$ cat src/rtl/triangle_circumcenter_3d_top_assert.svh
// Assertion macros for the triangle circumcenter block.
// Expects clk_i and rst_ni in the scope of the module that uses them.
`ifndef TRIANGLE_CIRCUMCENTER_3D_TOP_ASSERT_SVH
`define TRIANGLE_CIRCUMCENTER_3D_TOP_ASSERT_SVH

// same-cycle implication
`define TCC_ASSERT_IMP(lbl, ante, cons, msg) \
  lbl: assert property (@(posedge clk_i) disable iff (!rst_ni) (ante) |-> (cons)) \
    else $error(msg);

// next-cycle implication
`define TCC_ASSERT_NXT(lbl, ante, cons, msg) \
  lbl: assert property (@(posedge clk_i) disable iff (!rst_ni) (ante) |=> (cons)) \
    else $error(msg);

`endif

$ cat src/rtl/tcc_mul.sv
// Pipelined signed multiplier, one slice of the second operand per stage.
// No dependencies.
module tcc_mul #(
  parameter int WA     = 8,
  parameter int WB     = 8,
  parameter int STAGES = 2
) (
  input  logic                  clk_i,
  input  logic                  en_i,
  input  logic signed [WA-1:0]  a_i,
  input  logic signed [WB-1:0]  b_i,
  output logic signed [WA+WB-1:0] p_o
);

  localparam int DG = (WB + STAGES - 1) / STAGES;
  localparam int BX = DG * STAGES;
  localparam int XW = WA + BX + 1;

  logic signed [WA-1:0] a_q   [STAGES-1];
  logic signed [BX-1:0] b_q   [STAGES-1];
  logic signed [XW-1:0] acc_q [STAGES];
  logic signed [BX-1:0] b_x;

  assign b_x = BX'(b_i);

  for (genvar k = 0; k < STAGES; k++) begin : g_stg
    logic signed [WA-1:0] a_in;
    logic signed [BX-1:0] b_in;
    logic signed [XW-1:0] acc_in;
    logic signed [XW-1:0] part;
    logic signed [WA+DG:0] prod;
    logic        [DG-1:0] dig;

    if (k == 0) begin : g_first
      assign a_in   = a_i;
      assign b_in   = b_x;
      assign acc_in = '0;
    end else begin : g_next
      assign a_in   = a_q[k-1];
      assign b_in   = b_q[k-1];
      assign acc_in = acc_q[k-1];
    end

    assign dig = b_in[k*DG +: DG];

    if (k == STAGES - 1) begin : g_top
      assign prod = a_in * $signed(dig);
    end else begin : g_low
      assign prod = a_in * $signed({1'b0, dig});
    end

    assign part = XW'(prod) <<< (k * DG);

    always_ff @(posedge clk_i) begin
      if (en_i) begin
        acc_q[k] <= acc_in + part;
      end
    end

    if (k < STAGES - 1) begin : g_carry
      always_ff @(posedge clk_i) begin
        if (en_i) begin
          a_q[k] <= a_in;
          b_q[k] <= b_in;
        end
      end
    end
  end

  assign p_o = acc_q[STAGES-1][WA+WB-1:0];

endmodule

$ cat config.mk
export PLATFORM = sky130hd
export DESIGN_NAME = tcc_mul
export DESIGN_NICKNAME = d
export VERILOG_FILES = /design/src/rtl/triangle_circumcenter_3d_top_assert.svh /design/src/rtl/tcc_mul.sv
export SDC_FILE = /design/constraint.sdc
export NUM_CORES = 1
export LEC_CHECK = 0
export ABC_AREA = 1
export BUFFER_PORTS_ARGS = -buffer_cell sky130_fd_sc_hd__buf_2
export CAP_MARGIN = 20
export CELL_PAD_IN_SITES_DETAIL_PLACEMENT = 0
export CELL_PAD_IN_SITES_GLOBAL_PLACEMENT = 1
export CORE_MARGIN = 5
export CORE_UTILIZATION = 51
export DETAILED_ROUTE_END_ITERATION = 6
export PLACE_DENSITY = 0.95
export SETUP_SLACK_MARGIN = 0.4
export SYNTH_ARGS = -nofsm -noshare
export SYNTH_HDL_FRONTEND = slang
export SYNTH_SLANG_ARGS = --single-unit
export TNS_END_PERCENT = 1
$ cat constraint.sdc
create_clock -name clk_i -period 9.6 [get_ports clk_i]
set_clock_uncertainty 0.05 [all_clocks]
set_input_delay 1.92 -clock clk_i [delete_from_list [all_inputs] [get_ports clk_i]]
set_output_delay 1.92 -clock clk_i [all_outputs]
set_load 0.01 [all_outputs]
### After elaboration in Yosys (flattened, before gate mapping)

Memory sizes are Yosys's and may differ from the RTL's.
Cells that the tools add are included.

* $add $sub $neg: 1
* multipliers: 2
* muxes and demuxes: 2

Operator list (number)
* 17-bit by 16-bit adder with 17-bit output: 1
* 8-bit by 5-bit multiplier with 13-bit output: 1
* 8-bit by 4-bit multiplier with 12-bit output: 1
* 1-bit two-way mux: 2

* register bits: 0
* memory bits (writable): 50
* input bits: 18
* output and inout bits: 16
* logic and storage cells: 8
* memories kept: 3

Memories
* acc_q: depth 2, width 17, rd ports 2, clocked after memory_dff 0, write ports 2, RTL line tcc_mul.sv:21 `logic signed [XW-1:0] acc_q [STAGES];`
* a_q: depth 1, width 8, rd ports 1, clocked after memory_dff 0, write ports 1, RTL line tcc_mul.sv:19 `logic signed [WA-1:0] a_q [STAGES-1];`
* b_q: depth 1, width 8, rd ports 1, clocked after memory_dff 0, write ports 1, RTL line tcc_mul.sv:20 `logic signed [BX-1:0] b_q [STAGES-1];`

### Longest topological paths before layout

Gate-level depths: netlist (run 1).
An unclocked memory read counts as a cell.

* word-level depth: 3
* mapped depth: 24

### Worst setup path after synthesis (run 1)

No wires, ideal clock.

* path type: input to register
* from: input b_i[2]
* to: memory acc_q[0][9] (netlist name) (data pin)
* setup time: 259 ps
* data arrival time: 4431 ps
* data required time: 9291 ps
* path slack: 4860 ps
* stages: 14
* cell sequence: clkbuf_1 nand2_1 inv_1 ha_1 inv_1 fa_1 fa_1 inv_1 ha_1 a21oi_1 nand2_1 nand3_1 nand2_1 xor2_1

RTL lines
* start: declaration: RTL line tcc_mul.sv:11 `input logic signed [WB-1:0] b_i,`
* end: declaration: RTL line tcc_mul.sv:21

==> reports/qor.yml, run 1 <==
pin_count: 34
power_frac_comb: 0.622
routed_wl_um: 8010
seqPwrFrac: 0.260
switching_share: 0.440
layout_common_cells: "inv_1, nand2_1, ha_1"
stdcell_area_mm2: 0.00474
detailed_place_hpwl_um: 6810
first_pass_iters: 6
cts_setup_buffers: 0
final.setup.tns_ns: 0
netlist_top_cells_area: "edfxtp_1, fa_1, ha_1"
power_frac_clock: 0.118
yosys.cell_types.count: 30
coreArea_mm2: 0.00864
use_met1: 0.191
cts_resized: 0
cts_htree_levels: 2
worst_path_max_delay_cell: "fa_1"
synth_area_leader_cell: "edfxtp_1"
synthArstFlopShare: 0
cts_buffer_depth: 2
utilization: 0.549
cts_buffers: 5
synth-edff-count: 41
crit_path_max_incr_delay_ns: 0.58
yosys.area.top_type_share: 0.274
antenna_found_initial: 0
syn_avg_cell_area_um2: 8.52
gr-total-overflow: 0
initial_core_util: 0.520
synth_fp_nets: 636
drv_slew: 0
grt-busiest-layer: "met2"
tightest_slew_ns: 0.954
layout-drive-gt1-share: 0.106
setup_violations: 0
areaGrowthSynthToFinish_pct: 5.55
synthFlopType: "edfxtp_1"
fmax_ghz: 0.208
dieHeight_um: 104
cp_max_fo: 9
grt_max_degree: 42
vias_per_cell: 4.86
drc: 0
die_w_um: 104
met2_usage: 0.278
critPathLaunch: "b_q[0][7]"
grt_pass1_vias: 3223
reg2reg_to: "acc_q[0][31]"
dr_total_vias: 3175
ys_ff_latch: 41
cp-endpoint: "acc_q[0][31]"
synth.yosys.seq_area_share: 0.274
path_cells: "clkinv_1, or2_2, fa_1, fa_1, fa_1, inv_1, ha_1, inv_1, fa_1, o21ai_2, a31oi_1, xnor2_1, ha_1, inv_1, o21bai_1, a31oi_1, nand3_1, nor2_1, nor2_1"
rows: 34
maxSlewHeadroom: 0.364
gp_congestion: 0.877
use_met3: 0.0224
clk_pin_slew_ns: 0.08
max_cap_viol_count: 0
critPathLaunchType: "register"
p_leak_nw: 2.71
wire_per_inst_um: 12.3
hold_violations: 0
rsz0062_at_grt: "no"
drt_iter0_drc: 154
yosysWarnings: 0
die_area_mm2: 0.0108
port_buffers: 33
cts_tree: "built"
r2r_start: "b_q[0][7]"
drtAntennaViolNets: 0
numClockSinks: 41
mostFrequentLayoutCell: "inv_1"
rr_worst_depth: 19
nets: 653
clockRootBuffer: "clkbuf_8"
grt_util_all_layers: 0.154
rrSetupSlack_ns: 4.78
cpMostUsedCell: "fa_1"
clock_latency_ns: 0.29
p_int_w: 0.000650
ctsHoldBuffers: 0
required_ns: 9.61
synth_cells: 527
run_status: "complete, no violations"
crit_cells: 19
power_switching_w: 0.000511
n_antenna_cell: 0
grt_first_pass_wirelength_um: 14000
power_per_cell_area_mw_per_mm2: 245
cp.arrival_ns: 4.82
cp-end-kind: "register"
ir_worst_vdd_v: 0.0000991
crit_type: "reg -> reg"
finalCritPeriodShare: 0.502
critical_path_buf_inv_count: 4
placed_cell_area_mm2: 0.00463
syn_area_mm2: 0.00449
hold_path.class: "reg -> reg"
cp_top_family: "adder cells"
finalCriticalPeriod_ns: 4.82
cell families (layout without fill, tap and decap cells):
| kind of cell | count (synthesis) | after routing | synth area share |
|---|---|---|---|
| and+or+nand+nor | 179 | 179 | 0.174 |
| buffers and inverters | 154 | 172 | 0.145 |
| adders and majority gates | 91 | 91 | 0.312 |
| DFF | 41 | 41 | 0.274 |
| AOI/OAI and AO/OA | 40 | 40 | 0.0521 |
| xor gates and xnor gates | 22 | 22 | 0.0429 |
worst register-to-register path: stages (launching register included):
cell      delay [ns]
edfxtp_1        0.33
clkinv_1        0.21
or2_2           0.37
fa_1            0.52
fa_1            0.58
fa_1            0.42
inv_1           0.07
ha_1            0.16
inv_1           0.06
fa_1            0.42
o21ai_2         0.22
a31oi_1         0.12
xnor2_1         0.14
ha_1            0.34
inv_1           0.09
o21bai_1        0.08
a31oi_1         0.14
nand3_1         0.10
nor2_1          0.10
nor2_1          0.05
layout make-up:
cell class | instances | area [um2]
fillers | 813 | 3900
multi-input cells | 332 | 2610
flip-flops and latches | 41 | 1230
inverters | 131 | 492
repair buffers | 33 | 165
well taps | 108 | 135
clock buffers | 6 | 72.6
clock inverters | 2 | 33.8
worst min-delay path by stage:
stage                            from      endpoint  depth (start not counted)
after detailed placement  acc_q[0][0]  acc_q[0][17]                          0
after global routing      acc_q[0][3]  acc_q[0][20]                          0
final                     acc_q[0][3]  acc_q[0][20]                          0
after CTS                 acc_q[0][3]  acc_q[0][20]                          0
after floorplan           acc_q[0][0]  acc_q[0][17]                          0
after global placement    acc_q[0][3]  acc_q[0][20]                          0
state kept, by name, summed over array words and instances, names as in the netlist:
register,count
b_q,4
acc_q,29
a_q,8
stage by stage:
stage,hold slack [ns],power (W),instances,setup WS (ns)
4_1_cts,0.383,0.00118,653,4.74
3_3_place_gp,0.355,0.00101,645,4.69
3_5_place_dp,0.364,0.00104,645,4.62
5_1_grt,0.402,0.00128,653,4.40
6_report,0.380,0.00116,653,4.78
2_1_floorplan,0.350,0.000904,527,4.86
layer usage:
metal  vias up  wire length [um]
li1       1636                 -
met3         6               259
met4         0                72
met5         -                 0
met1      1486              3510
met2        47              4160
cell usage after synthesis, types with 3 or more instances:
| cell | instances |
|---|---|
| xor2_1 | 15 |
| o21ai_1 | 6 |
| nand2_1 | 117 |
| ha_1 | 56 |
| nand2_2 | 7 |
| nand3_2 | 3 |
| a21o_1 | 5 |
| xnor2_1 | 7 |
| edfxtp_1 | 41 |
| a31oi_1 | 3 |
| nand3_1 | 25 |
| inv_1 | 126 |
| a21oi_1 | 18 |
| clkbuf_1 | 5 |
| clkinv_1 | 3 |
| nor2_1 | 20 |
| buf_4 | 17 |
| fa_1 | 35 |
power by group through the flow:
stage	Sequential (W)	Clock [W]	Combinational (W)
after floorplan	0.000298	0	0.000606
after global placement	0.000305	0	0.000708
after detailed placement	0.000307	0	0.000729
after CTS	0.000303	0.000141	0.000732
after global routing	0.000307	0.000149	0.000826
final	0.000302	0.000137	0.000722
Power figures use the tool's default switching activity.
==> run 2: changes to the inputs <==
ABC_AREA = 0   (was 1)
CORE_UTILIZATION = 49   (was 51)
PLACE_DENSITY = 0.94   (was 0.95)
clock period = 4.5 ns   (was 9.6 ns; I/O delays follow)
==> run 2 against run 1 <==
Net effect:
- worst hold slack better by 0.011 ns
- combinational power up 120%
- largest power group unchanged
- wire length down 8.9%
==> reports/qor.yml, run 2 <==
p_leak_nw: 2.13
layout.area.seq_mm2: 0.00123
drtAntennaViolNets: 0
pin_count: 34
cts_buffer_depth: 2
wire_per_inst_um: 14.0
yosys.cell_types.count: 32
syn_area_mm2: 0.00406
crit_type: "reg -> reg"
drc: 0
placed_cell_area_mm2: 0.00428
grt_first_pass_wirelength_um: 11900
mostFrequentLayoutCell: "ha_1"
gr-total-overflow: 0
syn_avg_cell_area_um2: 10.7
p_int_w: 0.00154
detailed_place_hpwl_um: 5730
ys_ff_latch: 41
multi_input_area_mm2: 0.00260
maxSlewHeadroom: 0.372
synth_fp_nets: 487
coreArea_mm2: 0.00813
power_frac_comb: 0.621
finalCriticalPeriod_ns: 4.32
power_per_cell_area_mw_per_mm2: 556
rows: 33
synth.yosys.seq_area_share: 0.304
cts_tree: "built"
reg2reg_to: "acc_q[0][32]"
yosys.area.top_type_share: 0.304
final.setup.tns_ns: 0
finalCritPeriodShare: 0.960
top_register: "acc_q"
rsz0062_at_grt: "yes"
cts_htree_levels: 2
stdcell_area_mm2: 0.00456
gp_congestion: 0.882
n_fill_cell: 690
drt_iter0_drc: 89
port_buffers: 33
numClockSinks: 41
n_antenna_cell: 0
drv_slew: 0
tightest_slew_ns: 0.943
power_w: 0.00254
power_frac_clock: 0.121
cp_max_fo: 4
initial_core_util: 0.499
dr_total_vias: 2650
layout_common_cells: "ha_1, inv_1, and2_1"
cp.arrival_ns: 4.33
clockRootBuffer: "clkbuf_8"
vias_per_cell: 5.08
cts_buffers: 5
synthArstFlopShare: 0
switching_share: 0.391
run_status: "complete, no violations"
grt_util_all_layers: 0.147
max_cap_viol_count: 0
largest_reg_flops: 29
dieHeight_um: 101
cp-endpoint: "acc_q[0][32]"
rrSetupSlack_ns: 0.18
synth_most_common_cell: "ha_1"
stdcell_count: 522
synth_cells: 378
rr_worst_depth: 16
critPathLaunchType: "register"
ir_worst_vdd_v: 0.000289
hold_violations: 0
clk_pin_slew_ns: 0.09
seqPwrFrac: 0.257
fmax_ghz: 0.232
die_w_um: 101
netlist_top_cells_area: "edfxtp_1, fa_1, ha_1"
synth_area_leader_cell: "edfxtp_1"
hold_path.class: "reg -> reg"
first_pass_iters: 4
nets: 525
cp-end-kind: "register"
setup_violations: 0
clock_latency_ns: 0.30
layout-drive-gt1-share: 0.197
die_area_mm2: 0.0102
routed_wl_um: 7300
grt_max_degree: 42
areaGrowthSynthToFinish_pct: 12.4
grt_pass1_vias: 2709
r2r_start: "b_q[0][6]"
synthTopCellsByCount: "ha_1, inv_1, and2_1"
numPlacedInstances: 500
synth-edff-count: 41
yosysWarnings: 0
antenna_found_initial: 0
required_ns: 4.51
utilization: 0.561
synthFlopType: "edfxtp_1"
largestRegisters: "acc_q: 29 flops, a_q: 8 flops, b_q: 4 flops"
power_switching_w: 0.000991
critPathLaunch: "b_q[0][6]"
ctsHoldBuffers: 0
[run 2: worst min path at each step]
stage | startpoint | to | slack [ns] | depth (start not counted)
2_1_floorplan | acc_q[0][0] | acc_q[0][17] | 0.35 | 0
3_3_place_gp | acc_q[0][1] | acc_q[0][18] | 0.35 | 0
3_5_place_dp | acc_q[0][3] | acc_q[0][20] | 0.36 | 0
4_1_cts | acc_q[0][3] | acc_q[0][20] | 0.40 | 0
5_1_grt | acc_q[0][1] | acc_q[0][18] | 0.40 | 0
6_report | acc_q[0][3] | acc_q[0][20] | 0.39 | 0
[run 2: power groups by stage]
stage / sequential (W) / combinational (W) / clock, W
6_report: 0.000652 / 0.00158 / 0.000308
5_1_grt: 0.000663 / 0.00175 / 0.000334
2_1_floorplan: 0.000647 / 0.00119 / 0
4_1_cts: 0.000655 / 0.00154 / 0.000314
3_5_place_dp: 0.000663 / 0.00140 / 0
3_3_place_gp: 0.000659 / 0.00137 / 0
[run 2: layout make-up]
type / count / share of cell area
multi-input cells: 266 / 0.570
flip-flops and latches: 41 / 0.270
repair buffers: 47 / 0.0601
inverters: 55 / 0.0456
well taps: 105 / 0.0288
clock buffers: 5 / 0.0151
clock inverters: 3 / 0.0102
[run 2: logic make-up after synthesis]
| family | after synthesis | synth area share |
|---|---|---|
| compound gates | 48 | 0.0793 |
| xor+xnor | 33 | 0.0713 |
| fa+ha+maj | 91 | 0.345 |
| buf+inv | 71 | 0.0805 |
| flops | 41 | 0.304 |
| simple gates | 94 | 0.120 |
[run 2: metrics by stage]
step / worst slack [ns] / hold slack, ns
after global placement: 0.122 / 0.355
after global routing: 0.00772 / 0.403
final: 0.181 / 0.391
after floorplan: 0.396 / 0.350
after detailed placement: 0.104 / 0.364
after CTS: 0.130 / 0.397
[run 2: per-layer routing]
layer / track usage / vias to the layer above / wire, um
li1: - / 1307 / -
met1: 0.178 / 1297 / 3090
met2: 0.274 / 36 / 3910
met3: 0.0152 / 10 / 185
met4: 0.0399 / 0 / 108
met5: 0 / - / 0
[run 2: critical path, cell delays in order (launching register included)]
cell and delay, ns:
edfxtp_1 0.49, buf_6 0.17, and2_1 0.14, fa_1 0.56, fa_1 0.45, ha_4 0.23
ha_1 0.29, a21o_1 0.17, a21oi_2 0.16, xnor2_1 0.15, ha_1 0.29, a2111oi_4 0.31
o21ai_2 0.12, a41oi_2 0.20, o21ai_2 0.08, a21oi_2 0.14, xor2_1 0.07
[run 2: repair_timing]
item                       CTS  global route
resized for setup            7            11
pin swaps                   14            16
setup endpoints to repair    5             7
buffers inserted             8             6
==> run 3: changes to the inputs <==
ABC_AREA = 1   (was 0)
CORE_UTILIZATION = 47   (was 49)
PLACE_DENSITY = 0.93   (was 0.94)
REMOVE_ABC_BUFFERS = 1   (was unset)
==> run 3 against run 2 <==
Net effect:
- global-route usage up 0.86 points
- first-iteration DRC count up 29%
- total power up 3.1%
- die area up 14%
- via count up 25%
- utilization down 2.5 points
- critical path depth up 7
- wire length up 19%
- sequential cell count unchanged
- worst hold slack worse by 0.018 ns
- critical path type unchanged
==> reports/qor.yml, run 3 (synthesized netlist as in run 1, its figures left out) <==
routed_wl_um: 8650
dr_total_vias: 3307
grt_util_all_layers: 0.155
fmax_ghz: 0.229
rr_worst_depth: 23
r2r_start: "b_q[0][7]"
cp.arrival_ns: 4.37
detailed_place_hpwl_um: 7050
holdWs_ns: 0.373
grt_first_pass_wirelength_um: 14600
finalCritPeriodShare: 0.971
power_frac_comb: 0.644
hold_end: "acc_q[0][17]"
hold_violations: 0
initial_core_util: 0.484
crit_type: "reg -> reg"
coreArea_mm2: 0.00928
maxSlewHeadroom: 0.405
setup_violations: 0
drtAntennaViolNets: 0
gr-total-overflow: 0
drv_slew: 0
rows: 35
power_per_cell_area_mw_per_mm2: 526
clk_pin_slew_ns: 0.08
tightest_slew_ns: 0.892
gp_congestion: 0.897
cp-end-kind: "register"
grt_max_degree: 42
power_switching_w: 0.00115
seqPwrFrac: 0.247
rsz0062_at_grt: "yes"
cts_buffer_depth: 2
top_register: "acc_q"
areaGrowthSynthToFinish_pct: 10.7
numClockSinks: 41
reg2reg_to: "acc_q[0][32]"
port_buffers: 33
stdcell_area_mm2: 0.00497
mostFrequentLayoutCell: "inv_1"
grt_pass1_vias: 3334
clockRootBuffer: "clkbuf_8"
wire_per_inst_um: 12.5
required_ns: 4.50
min_path_cells: 0
ir_worst_vdd_v: 0.000238
vias_per_cell: 4.78
clock_latency_ns: 0.29
die_area_mm2: 0.0116
finalCriticalPeriod_ns: 4.37
antenna_found_initial: 0
power_frac_clock: 0.109
cts_htree_levels: 2
die_w_um: 108
critPathLaunchType: "register"
cts_tree: "built"
ctsHoldBuffers: 0
max_cap_viol_count: 0
n_antenna_cell: 0
rrSetupSlack_ns: 0.13
p_int_w: 0.00147
cp_max_fo: 8
largestRegisters: "acc_q: 29 flops, a_q: 8 flops, b_q: 4 flops"
layout_common_cells: "inv_1, nand2_1, ha_1"
hold_path.class: "reg -> reg"
largest_reg_flops: 29
p_leak_nw: 2.82
drt_iter0_drc: 115
hp-start: "acc_q[0][0]"
cts_buffers: 5
first_pass_iters: 4
layout-drive-gt1-share: 0.158
placed_cell_area_mm2: 0.00471
run_status: "complete, no violations"
pin_count: 34
drc: 0
switching_share: 0.439
n_fill_cell: 866
dieHeight_um: 108
nets: 672
run 3: worst max path at each step:
stage	startpoint	end	slack [ns]
floorplan	b_q[0][7]	acc_q[0][31]	-0.03
global placement	a_q[0][0]	acc_q[0][31]	-0.002
detailed placement	a_q[0][0]	acc_q[0][31]	-0.1
CTS	a_q[0][0]	acc_q[0][31]	0.09
global route	b_q[0][7]	acc_q[0][31]	-0.02
finish	b_q[0][7]	acc_q[0][32]	0.13
run 3: per-layer routing:
layer / up-vias / share of wire / track usage
met3: 18 / 0.030 / 0.0258
met4: 0 / 0.018 / 0.0406
met2: 50 / 0.53 / 0.282
met1: 1558 / 0.42 / 0.189
li1: 1681 / - / -
met5: - / 0 / 0
run 3: timing repair:
action,in CTS,in global routing
setup endpoints to repair,6,6
buffers inserted,12,0
endpoints found under the hold margin,0,0
pin swaps,14,8
resized for setup,5,10
run 3: area by class of cell:
cell class,instances,area [um2],share of cell area
multi-input combinational,332,2670,0.538
timing repair buffer,52,308,0.0619
inverter,131,493,0.0992
clock inverter,2,35.0,0.00705
sequential,41,1230,0.248
tap,129,161,0.0325
clock buffer,5,68.8,0.0138
run 3: power groups by stage:
stage	sequential [W]	clock [W]	combinational (W)
2_1_floorplan	0.000674	0	0.00118
3_3_place_gp	0.000649	0	0.00154
3_5_place_dp	0.000651	0	0.00158
4_1_cts	0.000643	0.000297	0.00163
5_1_grt	0.000653	0.000309	0.00189
6_report	0.000645	0.000286	0.00168
run 3: per-stage QoR:
| step | cells | utilization | setup WS [ns] | total power, W | setup TNS [ns] |
|---|---|---|---|---|---|
| 6_report | 692 | 0.535 | 0.131 | 0.00261 | 0 |
| 5_1_grt | 692 | 0.535 | -0.0226 | 0.00286 | -0.0352 |
| 4_1_cts | 692 | 0.529 | 0.0939 | 0.00257 | 0 |
| 3_5_place_dp | 673 | 0.507 | -0.0959 | 0.00223 | -0.180 |
| 3_3_place_gp | 673 | 0.507 | -0.00215 | 0.00219 | -0.00215 |
| 2_1_floorplan | 504 | - | -0.0339 | 0.00185 | -0.0473 |
run 3: critical path, cell delays in order (launching register included):
cell	delay, ns
edfxtp_1	0.39
clkinv_2	0.06
buf_4	0.15
nor2_1	0.07
fa_1	0.53
fa_1	0.49
ha_1	0.31
ha_1	0.39
a21oi_2	0.26
o21ai_4	0.10
buf_4	0.14
buf_4	0.12
buf_4	0.12
buf_4	0.12
buf_4	0.12
buf_4	0.12
buf_4	0.12
buf_4	0.12
nand2_2	0.05
nand2_2	0.05
nand3_2	0.08
nand2_1	0.06
nand2_1	0.05
nand2_1	0.04
